`src/rtl/sbg_pkg.sv`:
```
`default_nettype none
// ----------------------------------------------------------------------------
// sbg_pkg
// Shared widths, register indexes, divider selects and the control/status
// structs that join the enumerator controller to its datapath.
// ----------------------------------------------------------------------------
package sbg_pkg;

  // coordinate and derived widths
  localparam int COORD_W    = 32;           // signed Q16.16 input coordinate
  localparam int PT_W       = COORD_W + 1;  // start + displacement
  localparam int Q_W        = PT_W + 1;     // signed cell coordinate
  localparam int CS_W       = 31;           // cell size register
  localparam int GW_W       = 16;           // grid width register
  localparam int KEY_W      = 32;
  localparam int ID_W       = 21;
  localparam int OUT_DATA_W = ((KEY_W + ID_W + 7) / 8) * 8;

  // divider step count, one quotient bit per cycle
  localparam int DIV_STEPS  = PT_W;
  localparam int STEP_CNT_W = $clog2(DIV_STEPS);

  // configuration port
  localparam int CFG_IDX_W  = 1;
  localparam int CFG_DATA_W = CS_W;
  localparam logic [CFG_IDX_W-1:0] REG_CELL_SIZE  = 1'b0;
  localparam logic [CFG_IDX_W-1:0] REG_GRID_WIDTH = 1'b1;
  localparam logic [CS_W-1:0] CELL_SIZE_RST  = 31'd65536;
  localparam logic [GW_W-1:0] GRID_WIDTH_RST = 16'd64;

  // which box bound goes through the shared divider
  typedef enum logic [1:0] {
    DIV_MIN_X,
    DIV_MIN_Y,
    DIV_MAX_X,
    DIV_MAX_Y
  } div_sel_e;

  // controller to datapath
  typedef struct packed {
    logic     load;
    logic     sum;
    logic     box1;
    logic     box2;
    logic     div_start;
    div_sel_e div_sel;
    logic     span;
    logic     mul;
    logic     base;
    logic     emit;
  } sbg_cmd_t;

  // datapath to controller
  typedef struct packed {
    logic div_done;
    logic out_free;
    logic last_cell;
  } sbg_status_t;

endpackage
`default_nettype wire

```
`src/rtl/swept_box_grid_cell_enumerator_core.sv`:
```
`default_nettype none
// ----------------------------------------------------------------------------
// swept_box_grid_cell_enumerator_core
// Uniform grid broad phase insert: one vertex or edge in, one cell key word
// out for each grid cell its swept box covers.
// ----------------------------------------------------------------------------
// Usage:
//   s_axis carries one element per word; tuser is the kind (0 vertex, 1 edge).
//   m_axis carries one word per covered cell, x outer and y inner; tlast marks
//   the element's final cell and tuser says its span was clipped.
//   cfg_* writes cell size and grid width; write them only while idle.
// Timing:
//   After an accept the element goes through setup: the SUM, BOX1 and BOX2
//   states build end points and box, then four divisions go through one
//   shared serial divider (33 quotient bits each, one per cycle), then the
//   SPAN, MUL and BASE states build span and row key. Cells follow at one
//   word per cycle while the receiver keeps taking them.
//   s_axis_tready is high only between elements; a finished last word may
//   still wait in the output register while the next element is accepted.
// Reset and stall:
//   Reset loads the default registers and drops all valid state. When the
//   receiver stalls, the output word holds and enumeration pauses.
// ----------------------------------------------------------------------------
module swept_box_grid_cell_enumerator_core
  import sbg_pkg::*;
#(
  parameter int MAX_SPAN    = 8,
  parameter int INDEX_WIDTH = 20
) (
  input  wire                        clk_i,
  input  wire                        rst_ni,
  // configuration write port
  input  wire                        cfg_we_i,
  input  wire  logic [CFG_IDX_W-1:0] cfg_idx_i,
  input  wire  logic [CFG_DATA_W-1:0] cfg_wdata_i,
  // element stream
  input  wire                        s_axis_tvalid,
  output logic                       s_axis_tready,
  // start_a_x, start_a_y, start_b_x, start_b_y, move_a_x, move_a_y,
  // move_b_x, move_b_y, element_index, zero fill
  input  wire  logic [((8*COORD_W + INDEX_WIDTH + 7) / 8) * 8 - 1:0] s_axis_tdata,
  // mode
  input  wire                        s_axis_tuser,
  // cell word stream
  output logic                       m_axis_tvalid,
  input  wire                        m_axis_tready,
  // cell_key, element_id, zero fill
  output logic [OUT_DATA_W-1:0]      m_axis_tdata,
  output logic                       m_axis_tlast,
  // clipped
  output logic                       m_axis_tuser
);

  sbg_cmd_t        cmd;
  sbg_status_t     status;
  logic [KEY_W-1:0] out_key;
  logic [ID_W-1:0]  out_id;

  sbg_ctrl u_ctrl (
    .clk_i      (clk_i),
    .rst_ni     (rst_ni),
    .in_valid_i (s_axis_tvalid),
    .in_ready_o (s_axis_tready),
    .status_i   (status),
    .cmd_o      (cmd)
  );

  sbg_datapath #(
    .MAX_SPAN    (MAX_SPAN),
    .INDEX_WIDTH (INDEX_WIDTH)
  ) u_dp (
    .clk_i           (clk_i),
    .rst_ni          (rst_ni),
    .cfg_we_i        (cfg_we_i),
    .cfg_idx_i       (cfg_idx_i),
    .cfg_wdata_i     (cfg_wdata_i),
    .mode_i          (s_axis_tuser),
    .start_a_x_i     (s_axis_tdata[0*COORD_W +: COORD_W]),
    .start_a_y_i     (s_axis_tdata[1*COORD_W +: COORD_W]),
    .start_b_x_i     (s_axis_tdata[2*COORD_W +: COORD_W]),
    .start_b_y_i     (s_axis_tdata[3*COORD_W +: COORD_W]),
    .move_a_x_i      (s_axis_tdata[4*COORD_W +: COORD_W]),
    .move_a_y_i      (s_axis_tdata[5*COORD_W +: COORD_W]),
    .move_b_x_i      (s_axis_tdata[6*COORD_W +: COORD_W]),
    .move_b_y_i      (s_axis_tdata[7*COORD_W +: COORD_W]),
    .element_index_i (s_axis_tdata[8*COORD_W +: INDEX_WIDTH]),
    .cmd_i           (cmd),
    .status_o        (status),
    .out_ready_i     (m_axis_tready),
    .out_valid_o     (m_axis_tvalid),
    .out_key_o       (out_key),
    .out_id_o        (out_id),
    .out_last_o      (m_axis_tlast),
    .out_clip_o      (m_axis_tuser)
  );

  // pack the output word
  assign m_axis_tdata = {{(OUT_DATA_W - KEY_W - ID_W){1'b0}}, out_id, out_key};

endmodule
`default_nettype wire

```
`src/rtl/sbg_divider.sv`:
```
`default_nettype none
// ----------------------------------------------------------------------------
// sbg_divider
// Serial restoring divider, one quotient bit per cycle. Divides a signed box
// bound by the cell size, truncating toward zero or rounding up positive
// values with a remainder when ceil is requested.
// ----------------------------------------------------------------------------
module sbg_divider
  import sbg_pkg::*;
(
  input  wire                        clk_i,
  input  wire                        rst_ni,
  input  wire                        start_i,
  input  wire  logic signed [PT_W-1:0] dividend_i,
  input  wire  logic [CS_W-1:0]      divisor_i,
  input  wire                        ceil_i,
  output logic                       done_o,
  output logic signed [Q_W-1:0]      quot_o
);

  logic                  busy_q, fin_q, done_q;
  logic [STEP_CNT_W-1:0] cnt_q;
  logic [CS_W-1:0]       rem_q;
  logic [PT_W-1:0]       dvd_q;
  logic [CS_W-1:0]       dsr_q;
  logic                  neg_q, ceil_q;
  logic [Q_W-1:0]        quot_q;

  logic [PT_W-1:0]       dvd_u, mag;
  logic [CS_W+1:0]       diff;
  logic [Q_W-1:0]        qext, res;
  logic                  inc;

  // magnitude of the dividend
  assign dvd_u = dividend_i;
  assign mag   = dvd_u[PT_W-1] ? (~dvd_u + {{(PT_W-1){1'b0}}, 1'b1}) : dvd_u;

  // trial subtract of one step
  assign diff = {1'b0, rem_q, dvd_q[PT_W-1]} - {2'b00, dsr_q};

  // sign and rounding fix-up
  assign qext = {1'b0, dvd_q};
  assign inc  = ceil_q & (rem_q != '0) & ~neg_q;
  assign res  = neg_q ? (~qext + {{(Q_W-1){1'b0}}, 1'b1})
                      : (qext + {{(Q_W-1){1'b0}}, inc});

  // control sequence
  always_ff @(posedge clk_i or negedge rst_ni) begin
    if (!rst_ni) begin
      busy_q <= 1'b0;
      fin_q  <= 1'b0;
      done_q <= 1'b0;
      cnt_q  <= '0;
    end else begin
      done_q <= 1'b0;
      if (start_i) begin
        busy_q <= 1'b1;
        cnt_q  <= STEP_CNT_W'(DIV_STEPS - 1);
      end else if (busy_q) begin
        cnt_q <= cnt_q - 1'b1;
        if (cnt_q == '0) begin
          busy_q <= 1'b0;
          fin_q  <= 1'b1;
        end
      end else if (fin_q) begin
        fin_q  <= 1'b0;
        done_q <= 1'b1;
      end
    end
  end

  // operand and result registers
  always_ff @(posedge clk_i) begin
    if (start_i) begin
      rem_q  <= '0;
      dvd_q  <= mag;
      dsr_q  <= divisor_i;
      neg_q  <= dvd_u[PT_W-1];
      ceil_q <= ceil_i;
    end else if (busy_q) begin
      if (!diff[CS_W+1]) begin
        rem_q <= diff[CS_W-1:0];
      end else begin
        rem_q <= {rem_q[CS_W-2:0], dvd_q[PT_W-1]};
      end
      dvd_q <= {dvd_q[PT_W-2:0], ~diff[CS_W+1]};
    end else if (fin_q) begin
      quot_q <= res;
    end
  end

  assign done_o = done_q;
  assign quot_o = quot_q;

endmodule
`default_nettype wire

```
`src/rtl/sbg_datapath.sv`:
```
`default_nettype none
// ----------------------------------------------------------------------------
// sbg_datapath
// Holds the configuration, the element operands, the swept box, the cell
// range and the key generator, plus the output word register.
// ----------------------------------------------------------------------------
module sbg_datapath
  import sbg_pkg::*;
#(
  parameter int MAX_SPAN    = 8,
  parameter int INDEX_WIDTH = 20
) (
  input  wire                         clk_i,
  input  wire                         rst_ni,
  input  wire                         cfg_we_i,
  input  wire  logic [CFG_IDX_W-1:0]  cfg_idx_i,
  input  wire  logic [CFG_DATA_W-1:0] cfg_wdata_i,
  input  wire                         mode_i,
  input  wire  logic [COORD_W-1:0]    start_a_x_i,
  input  wire  logic [COORD_W-1:0]    start_a_y_i,
  input  wire  logic [COORD_W-1:0]    start_b_x_i,
  input  wire  logic [COORD_W-1:0]    start_b_y_i,
  input  wire  logic [COORD_W-1:0]    move_a_x_i,
  input  wire  logic [COORD_W-1:0]    move_a_y_i,
  input  wire  logic [COORD_W-1:0]    move_b_x_i,
  input  wire  logic [COORD_W-1:0]    move_b_y_i,
  input  wire  logic [INDEX_WIDTH-1:0] element_index_i,
  input  wire  sbg_cmd_t              cmd_i,
  output sbg_status_t                 status_o,
  input  wire                         out_ready_i,
  output logic                        out_valid_o,
  output logic [KEY_W-1:0]            out_key_o,
  output logic [ID_W-1:0]             out_id_o,
  output logic                        out_last_o,
  output logic                        out_clip_o
);

  localparam int SPAN_W = $clog2(MAX_SPAN);
  localparam logic signed [Q_W:0] SPAN_LIM = (Q_W+1)'(MAX_SPAN - 1);

  function automatic logic signed [PT_W-1:0] smin(input logic signed [PT_W-1:0] a,
                                                  input logic signed [PT_W-1:0] b);
    return (a < b) ? a : b;
  endfunction

  function automatic logic signed [PT_W-1:0] smax(input logic signed [PT_W-1:0] a,
                                                  input logic signed [PT_W-1:0] b);
    return (a < b) ? b : a;
  endfunction

  // configuration registers
  logic [CS_W-1:0] cell_size_q;
  logic [GW_W-1:0] grid_width_q;

  always_ff @(posedge clk_i or negedge rst_ni) begin
    if (!rst_ni) begin
      cell_size_q  <= CELL_SIZE_RST;
      grid_width_q <= GRID_WIDTH_RST;
    end else if (cfg_we_i) begin
      unique case (cfg_idx_i)
        REG_CELL_SIZE:  cell_size_q  <= cfg_wdata_i;
        REG_GRID_WIDTH: grid_width_q <= cfg_wdata_i[GW_W-1:0];
        default: ;
      endcase
    end
  end

  // element operands
  logic                   mode_q;
  logic [COORD_W-1:0]     sax_q, say_q, sbx_q, sby_q, max_q, may_q, mbx_q, mby_q;
  logic [INDEX_WIDTH-1:0] idx_q;

  always_ff @(posedge clk_i) begin
    if (cmd_i.load) begin
      mode_q <= mode_i;
      sax_q  <= start_a_x_i;
      say_q  <= start_a_y_i;
      sbx_q  <= start_b_x_i;
      sby_q  <= start_b_y_i;
      max_q  <= move_a_x_i;
      may_q  <= move_a_y_i;
      mbx_q  <= move_b_x_i;
      mby_q  <= move_b_y_i;
      idx_q  <= element_index_i;
    end
  end

  // end points and element id
  logic signed [PT_W-1:0] ax_q, ay_q, bx_q, by_q, ex_q, ey_q, fx_q, fy_q;
  logic [ID_W-1:0]        id_q;
  logic [INDEX_WIDTH:0]   id_sum;
  logic [INDEX_WIDTH+ID_W:0] id_wide;
  logic [ID_W-1:0]        id_pos;

  assign id_sum  = {1'b0, idx_q} + {{INDEX_WIDTH{1'b0}}, 1'b1};
  assign id_wide = {{ID_W{1'b0}}, id_sum};
  assign id_pos  = id_wide[ID_W-1:0];

  always_ff @(posedge clk_i) begin
    if (cmd_i.sum) begin
      ax_q <= {sax_q[COORD_W-1], sax_q};
      ay_q <= {say_q[COORD_W-1], say_q};
      bx_q <= {sbx_q[COORD_W-1], sbx_q};
      by_q <= {sby_q[COORD_W-1], sby_q};
      ex_q <= {sax_q[COORD_W-1], sax_q} + {max_q[COORD_W-1], max_q};
      ey_q <= {say_q[COORD_W-1], say_q} + {may_q[COORD_W-1], may_q};
      fx_q <= {sbx_q[COORD_W-1], sbx_q} + {mbx_q[COORD_W-1], mbx_q};
      fy_q <= {sby_q[COORD_W-1], sby_q} + {mby_q[COORD_W-1], mby_q};
      id_q <= mode_q ? id_pos : (~id_pos + {{(ID_W-1){1'b0}}, 1'b1});
    end
  end

  // swept box, per point pair then combined
  logic signed [PT_W-1:0] amin_x_q, amax_x_q, amin_y_q, amax_y_q;
  logic signed [PT_W-1:0] bmin_x_q, bmax_x_q, bmin_y_q, bmax_y_q;
  logic signed [PT_W-1:0] min_x_q, max_x_q, min_y_q, max_y_q;

  always_ff @(posedge clk_i) begin
    if (cmd_i.box1) begin
      amin_x_q <= smin(ax_q, ex_q);
      amax_x_q <= smax(ax_q, ex_q);
      amin_y_q <= smin(ay_q, ey_q);
      amax_y_q <= smax(ay_q, ey_q);
      bmin_x_q <= smin(bx_q, fx_q);
      bmax_x_q <= smax(bx_q, fx_q);
      bmin_y_q <= smin(by_q, fy_q);
      bmax_y_q <= smax(by_q, fy_q);
    end
    if (cmd_i.box2) begin
      min_x_q <= mode_q ? smin(amin_x_q, bmin_x_q) : amin_x_q;
      max_x_q <= mode_q ? smax(amax_x_q, bmax_x_q) : amax_x_q;
      min_y_q <= mode_q ? smin(amin_y_q, bmin_y_q) : amin_y_q;
      max_y_q <= mode_q ? smax(amax_y_q, bmax_y_q) : amax_y_q;
    end
  end

  // shared divider for the four bounds
  logic signed [PT_W-1:0] div_num;
  logic [CS_W-1:0]        div_den;
  logic                   div_done;
  logic signed [Q_W-1:0]  div_quot;

  always_comb begin
    unique case (cmd_i.div_sel)
      DIV_MIN_X: div_num = min_x_q;
      DIV_MIN_Y: div_num = min_y_q;
      DIV_MAX_X: div_num = max_x_q;
      DIV_MAX_Y: div_num = max_y_q;
      default:   div_num = min_x_q;
    endcase
  end

  // a zero cell size behaves as one
  assign div_den = (cell_size_q == '0) ? {{(CS_W-1){1'b0}}, 1'b1} : cell_size_q;

  sbg_divider u_div (
    .clk_i      (clk_i),
    .rst_ni     (rst_ni),
    .start_i    (cmd_i.div_start),
    .dividend_i (div_num),
    .divisor_i  (div_den),
    .ceil_i     (cmd_i.div_sel == DIV_MAX_X || cmd_i.div_sel == DIV_MAX_Y),
    .done_o     (div_done),
    .quot_o     (div_quot)
  );

  // cell range
  logic signed [Q_W-1:0] cx0_q, cy0_q, cx1_q, cy1_q;

  always_ff @(posedge clk_i) begin
    if (div_done) begin
      unique case (cmd_i.div_sel)
        DIV_MIN_X: cx0_q <= div_quot;
        DIV_MIN_Y: cy0_q <= div_quot;
        DIV_MAX_X: cx1_q <= div_quot;
        DIV_MAX_Y: cy1_q <= div_quot;
        default: ;
      endcase
    end
  end

  // span per axis, clipped to the cell limit
  logic signed [Q_W:0] dx, dy;
  logic                clip_x, clip_y;
  logic [SPAN_W-1:0]   nx_m1_q, ny_m1_q;
  logic                clip_q;

  assign dx     = $signed({cx1_q[Q_W-1], cx1_q}) - $signed({cx0_q[Q_W-1], cx0_q});
  assign dy     = $signed({cy1_q[Q_W-1], cy1_q}) - $signed({cy0_q[Q_W-1], cy0_q});
  assign clip_x = dx > SPAN_LIM;
  assign clip_y = dy > SPAN_LIM;

  always_ff @(posedge clk_i) begin
    if (cmd_i.span) begin
      priority if (clip_x)  nx_m1_q <= SPAN_W'(MAX_SPAN - 1);
      else if (dx[Q_W])     nx_m1_q <= '0;
      else                  nx_m1_q <= dx[SPAN_W-1:0];
      priority if (clip_y)  ny_m1_q <= SPAN_W'(MAX_SPAN - 1);
      else if (dy[Q_W])     ny_m1_q <= '0;
      else                  ny_m1_q <= dy[SPAN_W-1:0];
      clip_q <= clip_x | clip_y;
    end
  end

  // key generator: row product, then per-cell increments
  logic [KEY_W+GW_W-1:0] prod_full;
  logic [KEY_W-1:0]      prod_q, col_key_q, key_q;
  logic [SPAN_W-1:0]     i_q, j_q;
  logic                  last_cell;

  assign prod_full = cy0_q[KEY_W-1:0] * grid_width_q;
  assign last_cell = (i_q == nx_m1_q) && (j_q == ny_m1_q);

  always_ff @(posedge clk_i) begin
    if (cmd_i.mul) begin
      prod_q <= prod_full[KEY_W-1:0];
    end
    if (cmd_i.base) begin
      col_key_q <= prod_q + cx0_q[KEY_W-1:0];
      key_q     <= prod_q + cx0_q[KEY_W-1:0];
      i_q       <= '0;
      j_q       <= '0;
    end else if (cmd_i.emit) begin
      if (j_q == ny_m1_q) begin
        i_q       <= i_q + 1'b1;
        j_q       <= '0;
        col_key_q <= col_key_q + {{(KEY_W-1){1'b0}}, 1'b1};
        key_q     <= col_key_q + {{(KEY_W-1){1'b0}}, 1'b1};
      end else begin
        j_q   <= j_q + 1'b1;
        key_q <= key_q + {{(KEY_W-GW_W){1'b0}}, grid_width_q};
      end
    end
  end

  // output word register
  logic out_valid_q;

  always_ff @(posedge clk_i or negedge rst_ni) begin
    if (!rst_ni) begin
      out_valid_q <= 1'b0;
    end else if (cmd_i.emit) begin
      out_valid_q <= 1'b1;
    end else if (out_ready_i) begin
      out_valid_q <= 1'b0;
    end
  end

  always_ff @(posedge clk_i) begin
    if (cmd_i.emit) begin
      out_key_o  <= key_q;
      out_id_o   <= id_q;
      out_last_o <= last_cell;
      out_clip_o <= clip_q;
    end
  end

  assign out_valid_o        = out_valid_q;
  assign status_o.div_done  = div_done;
  assign status_o.out_free  = ~out_valid_q | out_ready_i;
  assign status_o.last_cell = last_cell;

endmodule
`default_nettype wire

```
`src/rtl/sbg_ctrl.sv`:
```
`default_nettype none
// ----------------------------------------------------------------------------
// sbg_ctrl
// Sequencer for one element: operand load, box build, four divisions,
// span and key setup, then one word per free output slot.
// ----------------------------------------------------------------------------
module sbg_ctrl
  import sbg_pkg::*;
(
  input  wire               clk_i,
  input  wire               rst_ni,
  input  wire               in_valid_i,
  output logic              in_ready_o,
  input  wire  sbg_status_t status_i,
  output sbg_cmd_t          cmd_o
);

  typedef enum logic [3:0] {
    ST_IDLE,
    ST_SUM,
    ST_BOX1,
    ST_BOX2,
    ST_DIV,
    ST_DWAIT,
    ST_SPAN,
    ST_MUL,
    ST_BASE,
    ST_EMIT
  } state_e;

  state_e   state_q, state_d;
  div_sel_e sel_q, sel_d;
  logic     in_ready_q;

  // next state and command decode
  always_comb begin
    state_d = state_q;
    sel_d   = sel_q;
    cmd_o   = '0;
    cmd_o.div_sel = sel_q;
    unique case (state_q)
      ST_IDLE: begin
        if (in_valid_i && in_ready_q) begin
          cmd_o.load = 1'b1;
          state_d    = ST_SUM;
        end
      end
      ST_SUM: begin
        cmd_o.sum = 1'b1;
        state_d   = ST_BOX1;
      end
      ST_BOX1: begin
        cmd_o.box1 = 1'b1;
        state_d    = ST_BOX2;
      end
      ST_BOX2: begin
        cmd_o.box2 = 1'b1;
        sel_d      = DIV_MIN_X;
        state_d    = ST_DIV;
      end
      ST_DIV: begin
        cmd_o.div_start = 1'b1;
        state_d         = ST_DWAIT;
      end
      ST_DWAIT: begin
        if (status_i.div_done) begin
          if (sel_q == DIV_MAX_Y) begin
            state_d = ST_SPAN;
          end else begin
            sel_d   = div_sel_e'(sel_q + 2'd1);
            state_d = ST_DIV;
          end
        end
      end
      ST_SPAN: begin
        cmd_o.span = 1'b1;
        state_d    = ST_MUL;
      end
      ST_MUL: begin
        cmd_o.mul = 1'b1;
        state_d   = ST_BASE;
      end
      ST_BASE: begin
        cmd_o.base = 1'b1;
        state_d    = ST_EMIT;
      end
      ST_EMIT: begin
        if (status_i.out_free) begin
          cmd_o.emit = 1'b1;
          if (status_i.last_cell) begin
            state_d = ST_IDLE;
          end
        end
      end
      default: state_d = ST_IDLE;
    endcase
  end

  // state and registered outputs
  always_ff @(posedge clk_i or negedge rst_ni) begin
    if (!rst_ni) begin
      state_q    <= ST_IDLE;
      sel_q      <= DIV_MIN_X;
      in_ready_q <= 1'b1;
    end else begin
      state_q    <= state_d;
      sel_q      <= sel_d;
      in_ready_q <= (state_d == ST_IDLE);
    end
  end

  assign in_ready_o = in_ready_q;

endmodule
`default_nettype wire

```
`config.mk`:
```
export PLATFORM = sky130hd
export DESIGN_NAME = swept_box_grid_cell_enumerator_core
export DESIGN_NICKNAME = d
export VERILOG_FILES = /design/src/rtl/sbg_pkg.sv /design/src/rtl/swept_box_grid_cell_enumerator_core.sv /design/src/rtl/sbg_divider.sv /design/src/rtl/sbg_datapath.sv /design/src/rtl/sbg_ctrl.sv
export SDC_FILE = /design/constraint.sdc
export NUM_CORES = 2
export LEC_CHECK = 0
export BUFFER_PORTS_ARGS = -buffer_cell sky130_fd_sc_hd__buf_4
export CORE_MARGIN = 2
export CORE_UTILIZATION = 44
export DETAILED_ROUTE_END_ITERATION = 6
export HOLD_SLACK_MARGIN = 0.06
export SETUP_SLACK_MARGIN = 0.4
export SYNTH_ARGS = -nofsm -noshare
export SYNTH_HDL_FRONTEND = slang
export SYNTH_HIERARCHICAL = 1
export SYNTH_SLANG_ARGS = --single-unit
```
`constraint.sdc`:
```
create_clock -name clk_i -period 24.5 [get_ports clk_i]
set_input_delay 4.9 -clock clk_i [delete_from_list [all_inputs] [get_ports clk_i]]
set_output_delay 4.9 -clock clk_i [all_outputs]
set_load 0.05 [all_outputs]
```
**Word level (Yosys, flattened, before mapping)**

Cells that the tools add are included.

- Eq/ne operators: 17
- Bitwise logic cells: 13
- $mul: 1
- Magnitude comparators: 10
- Reductions and logical operators: 25
- Muxes and demuxes: 64
- Add/subtract/negate cells: 19

Operator list:

| operator | count |
|---|---|
| 33-bit two-way mux | 19 |
| 32-bit two-way mux | 6 |
| 32-bit by 32-bit adder with 33-bit output | 4 |
| 32-bit by 33-bit < comparator with 1-bit output | 4 |
| 33-bit < comparator | 4 |
| 33-bit case mux with 4 select lines | 1 |
| 35-bit by 4-bit > comparator with 1-bit output, second input constant | 2 |
| 34-bit by 34-bit subtractor with 35-bit output | 2 |
| 4-bit case mux with 10 select lines | 1 |
| 33-bit by 1-bit adder with 34-bit output | 1 |
| 34-bit by 1-bit adder with 34-bit output, second input constant | 1 |
| 34-bit two-way mux | 1 |
| 33-bit NOT with 34-bit output | 1 |
| 33-bit by 1-bit adder with 33-bit output, second input constant | 1 |
| 33-bit NOT | 1 |
| 32-bit by 31-bit subtractor with 33-bit output | 1 |
| 32-bit by 1-bit adder with 32-bit output, second input constant | 1 |
| 32-bit by 16-bit adder with 32-bit output | 1 |
| 32-bit adder | 1 |
| 32-bit by 16-bit multiplier with 32-bit output | 1 |
| 31-bit logical NOT | 1 |
| 31-bit two-way mux | 1 |
| 31-bit nonzero test | 1 |
| 20-bit by 1-bit adder with 21-bit output, second input constant | 1 |
| other kinds (32) | 91 |

- Logic and storage cells: 212
- Flip-flop bits (word level): 1449

**Logic depth before layout (Yosys ltp)**

- Depth in word-level cells: 6
- Mapped depth: 29
- Mapped depth without buffers: 26

**By module**

Netlist, hierarchy kept.

By module, submodules not included:

| module | times used | cells each | area each (um2) | sequential area each (um2) |
|---|---|---|---|---|
| sbg_datapath | 1 | 6415 | 78008.6 | 38799.7 |
| sbg_divider | 1 | 955 | 8848.5 | 3848.7 |
| sbg_ctrl | 1 | 53 | 460.4 | 176.4 |
| swept_box_grid_cell_enumerator_core | 1 | 4 | 26.3 | 0.0 |

**Least setup slack after synthesis**

Ideal clock, no wire load.

- Kind: register to register
- From: register u_ctrl.state_q[2]
- To: register u_dp.ax_q[0] (enable)
- Period minus slack after synthesis: 20.817 ns
- Buffers on the path: 1
- Data required time: 23.231 ns
- Cell stages (with the launch flop): 3
- Data arrival time: 19.547 ns
- Setup slack: 3.683 ns
- Cells stage by stage: dfrtp_1 buf_2 nor3_1

RTL lines:

| what | RTL line | text |
|---|---|---|
| start: declaration | sbg_ctrl.sv:31 | `state_e state_q, state_d;` |
| start signal: assignment | sbg_ctrl.sv:106 | `state_q <= state_d;` |
| end signal: assignment | sbg_datapath.sv:101 | `ax_q <= {sax_q[COORD_W-1], sax_q};` |
| end: declaration | sbg_datapath.sv:89 | `logic signed [PT_W-1:0] ax_q, ay_q, bx_q, by_q, ex_q, ey_q, fx_q, fy_q;` |

==> flow_summary.toml <==
[power_and_ir_drop]
cellLeakagePower_nw = 39.57
peakVddDrop_mv = 0.2139
power_mw = 13.14
power.density_nw_per_um2 = 133.8

[placement]
gp_congestion = 0.9107
portBuffers = 370
place_area_um2 = 93000
hpwlAfterDp_um = 168400
dp_slack_ns = 15.52
dp.cells = 10247

[worst_setup_path]
ff2ff_path_depth = 23
worstPathRequired_ns = 24.94
critical_path_class = "in -> reg"
arrival_ns = 8.57
path_max_fanout = 71
r2r-end = "u_dp/prod_q[31]$_DFFE_PP_"
r2r_slack_ns = 17.25
crit_path_end_kind = "flip-flop"
r2r-start = "u_dp/grid_width_q[1]$_DFFE_PN0P_"
worstSetupStartpointType = "input port"

[clock_tree]
clk_pin_slew_ns = 0.06
cts_max_level = 4
cts_buffers = 163
cts_hold_buf = 0
post_cts_buffers = 0
clockBufferDepth = 3
cts_sinks = 1449
ctsResizeCount = 0
cts_tree = "built"
clock_latency_ns = 0.83
cts_root_buffer = "clkbuf_16"

[sta]
tns_ns = 0
setup_slack_ns = 16.37
hold_viol = 0
post-route-period-util_pct = 33.18
max_freq_ghz = 0.1230
worst_pin_slew_ns = 1.038
rsz0062_at_grt = "false"
fin_crit_ns = 8.130
setup_viol = 0
holdWs_ns = 0.4119
drv_slew = 0
finalClockSkew_ns = 0.04745
slew_headroom_pct = 30.79

[final_layout]
nets = 9009
fillers = 17456
layout_common_cells = "1348 x edfxtp_1, 842 x inv_1, 606 x ha_1"
area_delta_synth_final_pct = 12.47
final_common_cell = "edfxtp_1"
final_cells = 10544
fin_util_pct = 49.81
drive_above_1_share_pct = 11.96
design_area_um2 = 98240

[yosys]
synth-edff-count = 1348
synth_cell_types = 110
yosys_warnings = 6
yosys_register_bits = 1449
ys.flop_type = "edfxtp_1"
synth_top_area_share_pct = 46.34
synth.avg_cell_area_um2 = 11.76
yosys-top-cells-area = "edfxtp_1 46%, ha_1 8.7%, fa_1 7.2%"
synthCells = 7427
seq_area_frac_synth_pct = 49.03
syn_area_um2 = 87340
yosys.area.top_type = "edfxtp_1"
async_flop_share_pct = 4.417

[routing]
viasPerCell = 5.375
wirelength_um = 219600
drcViolationCount = 0
dr.pass1.iters = 6
wl_per_cell_um = 20.83
drt_iter0_drc = 4086
drtAntennaViolNets = 0
via_count = 56677

[die]
die_x_um = 449.5
die_area_um2 = 202100
ioPinCount = 378
start_util_pct = 44.29
rows = 163
die_h_um = 449.5
core_area_um2 = 197200

[grt]
grt_max_degree = 146
antenna_found_initial = 2
globalRouteOverflowTotal = 0
grt_pass1_wl_um = 338800
grt_pass1_vias = 57512
grt.total_usage_pct = 21.69

[worst_hold_path]
holdPathEnd = "u_dp/out_id_o[11]$_DFFE_PP_"
hold_path_class = "reg -> reg"
min_from = "u_dp/id_q[11]$_DFFE_PP_"
hold_depth = 0

[outcome]
status = "completed"

[run]
maxCapViolations = 0
-- synthesized netlist by cell type, drive strengths merged (81+ instances only) --
cell / n
mux2: 444
nor3: 99
fa: 313
clkbuf: 218
a21oi: 402
o21ai: 250
nand2b: 81
xnor2: 242
nand3: 99
and2: 157
inv: 843
nand4: 81
nor2: 394
ha: 606
nand2: 549
a21o: 196
xor2: 164
edfxtp: 1348
-- report_power, final --
part | total (mW) | switching, mW | internal, mW
Clock | 2.38 | 1.03 | 1.35
Sequential | 4.15 | 0.408 | 3.74
Combinational | 6.61 | 3.83 | 2.78
Total | 13.1 | 5.27 | 7.87
-- state kept, by name (all words and copies together), names as in the netlist, 34 cells and up --
name / cells
u_dp/cy0_q: 34
u_dp/u_div/quot_o: 34
u_dp/cx1_q: 34
u_dp/cx0_q: 34
u_dp/cy1_q: 34
-- final cells by class --
type	count	area [µm²]	share of cell area (%)
Antenna cell	1	2.502	0.002547
Clock buffer	201	4315	4.393
Clock inverter	95	918.4	0.9349
Inverter	845	3172	3.229
Multi-Input combinational cell	4874	40390	41.12
Sequential cell	1449	42830	43.60
Tap cell	2640	3303	3.362
Timing Repair Buffer	439	3308	3.368
-- critical path, stage by stage --
cell    delay, ns
buf_4        0.08
and3_4       0.43
buf_4        0.68
buf_4        0.72
buf_4        0.67
buf_4        0.79
-- how the worst max path moves through the flow --
| stage | start | endpoint | slack, ns | cells after the start |
|---|---|---|---|---|
| after detailed placement | s_axis_tvalid | u_dp/sax_q[0]$_DFFE_PP_ | 15.52 | 6 |
| after floorplan | u_ctrl/state_q[2]$_DFF_PN0_ | u_dp/ax_q[0]$_DFFE_PP_ | 3.68 | 2 |
| after global placement | s_axis_tvalid | u_dp/max_q[0]$_DFFE_PP_ | 15.61 | 6 |
| after CTS | s_axis_tvalid | u_dp/max_q[0]$_DFFE_PP_ | 16.40 | 6 |
| final | s_axis_tvalid | u_dp/max_q[0]$_DFFE_PP_ | 16.37 | 6 |
| after global routing | s_axis_tvalid | u_dp/max_q[0]$_DFFE_PP_ | 16.15 | 6 |
-- cells by family (layout without fill, tap and decap cells) --
kind of cell,Yosys count,count (layout),share of synthesized area [%]
muxes,492,492,6.747
DFF,1449,1449,49.03
xor gates and xnor gates,406,406,4.071
AOI/OAI and AO/OA,1321,1321,9.810
and+or+nand+nor,1733,1733,9.635
other,1,4,0.004293
buffers and inverters,1106,1580,4.848
adders and majority gates,919,919,15.85
-- per-layer routing --
layer / wire length, µm / GRT usage (%) / vias to the layer above
met5: 0 / 0 / -
met4: 7556 / 7.307 / 0
met3: 9514 / 2.821 / 349
met2: 108700 / 37.43 / 1361
met1: 93810 / 28.08 / 27796
li1: - / - / 27171
Power figures use the tool's default switching activity.
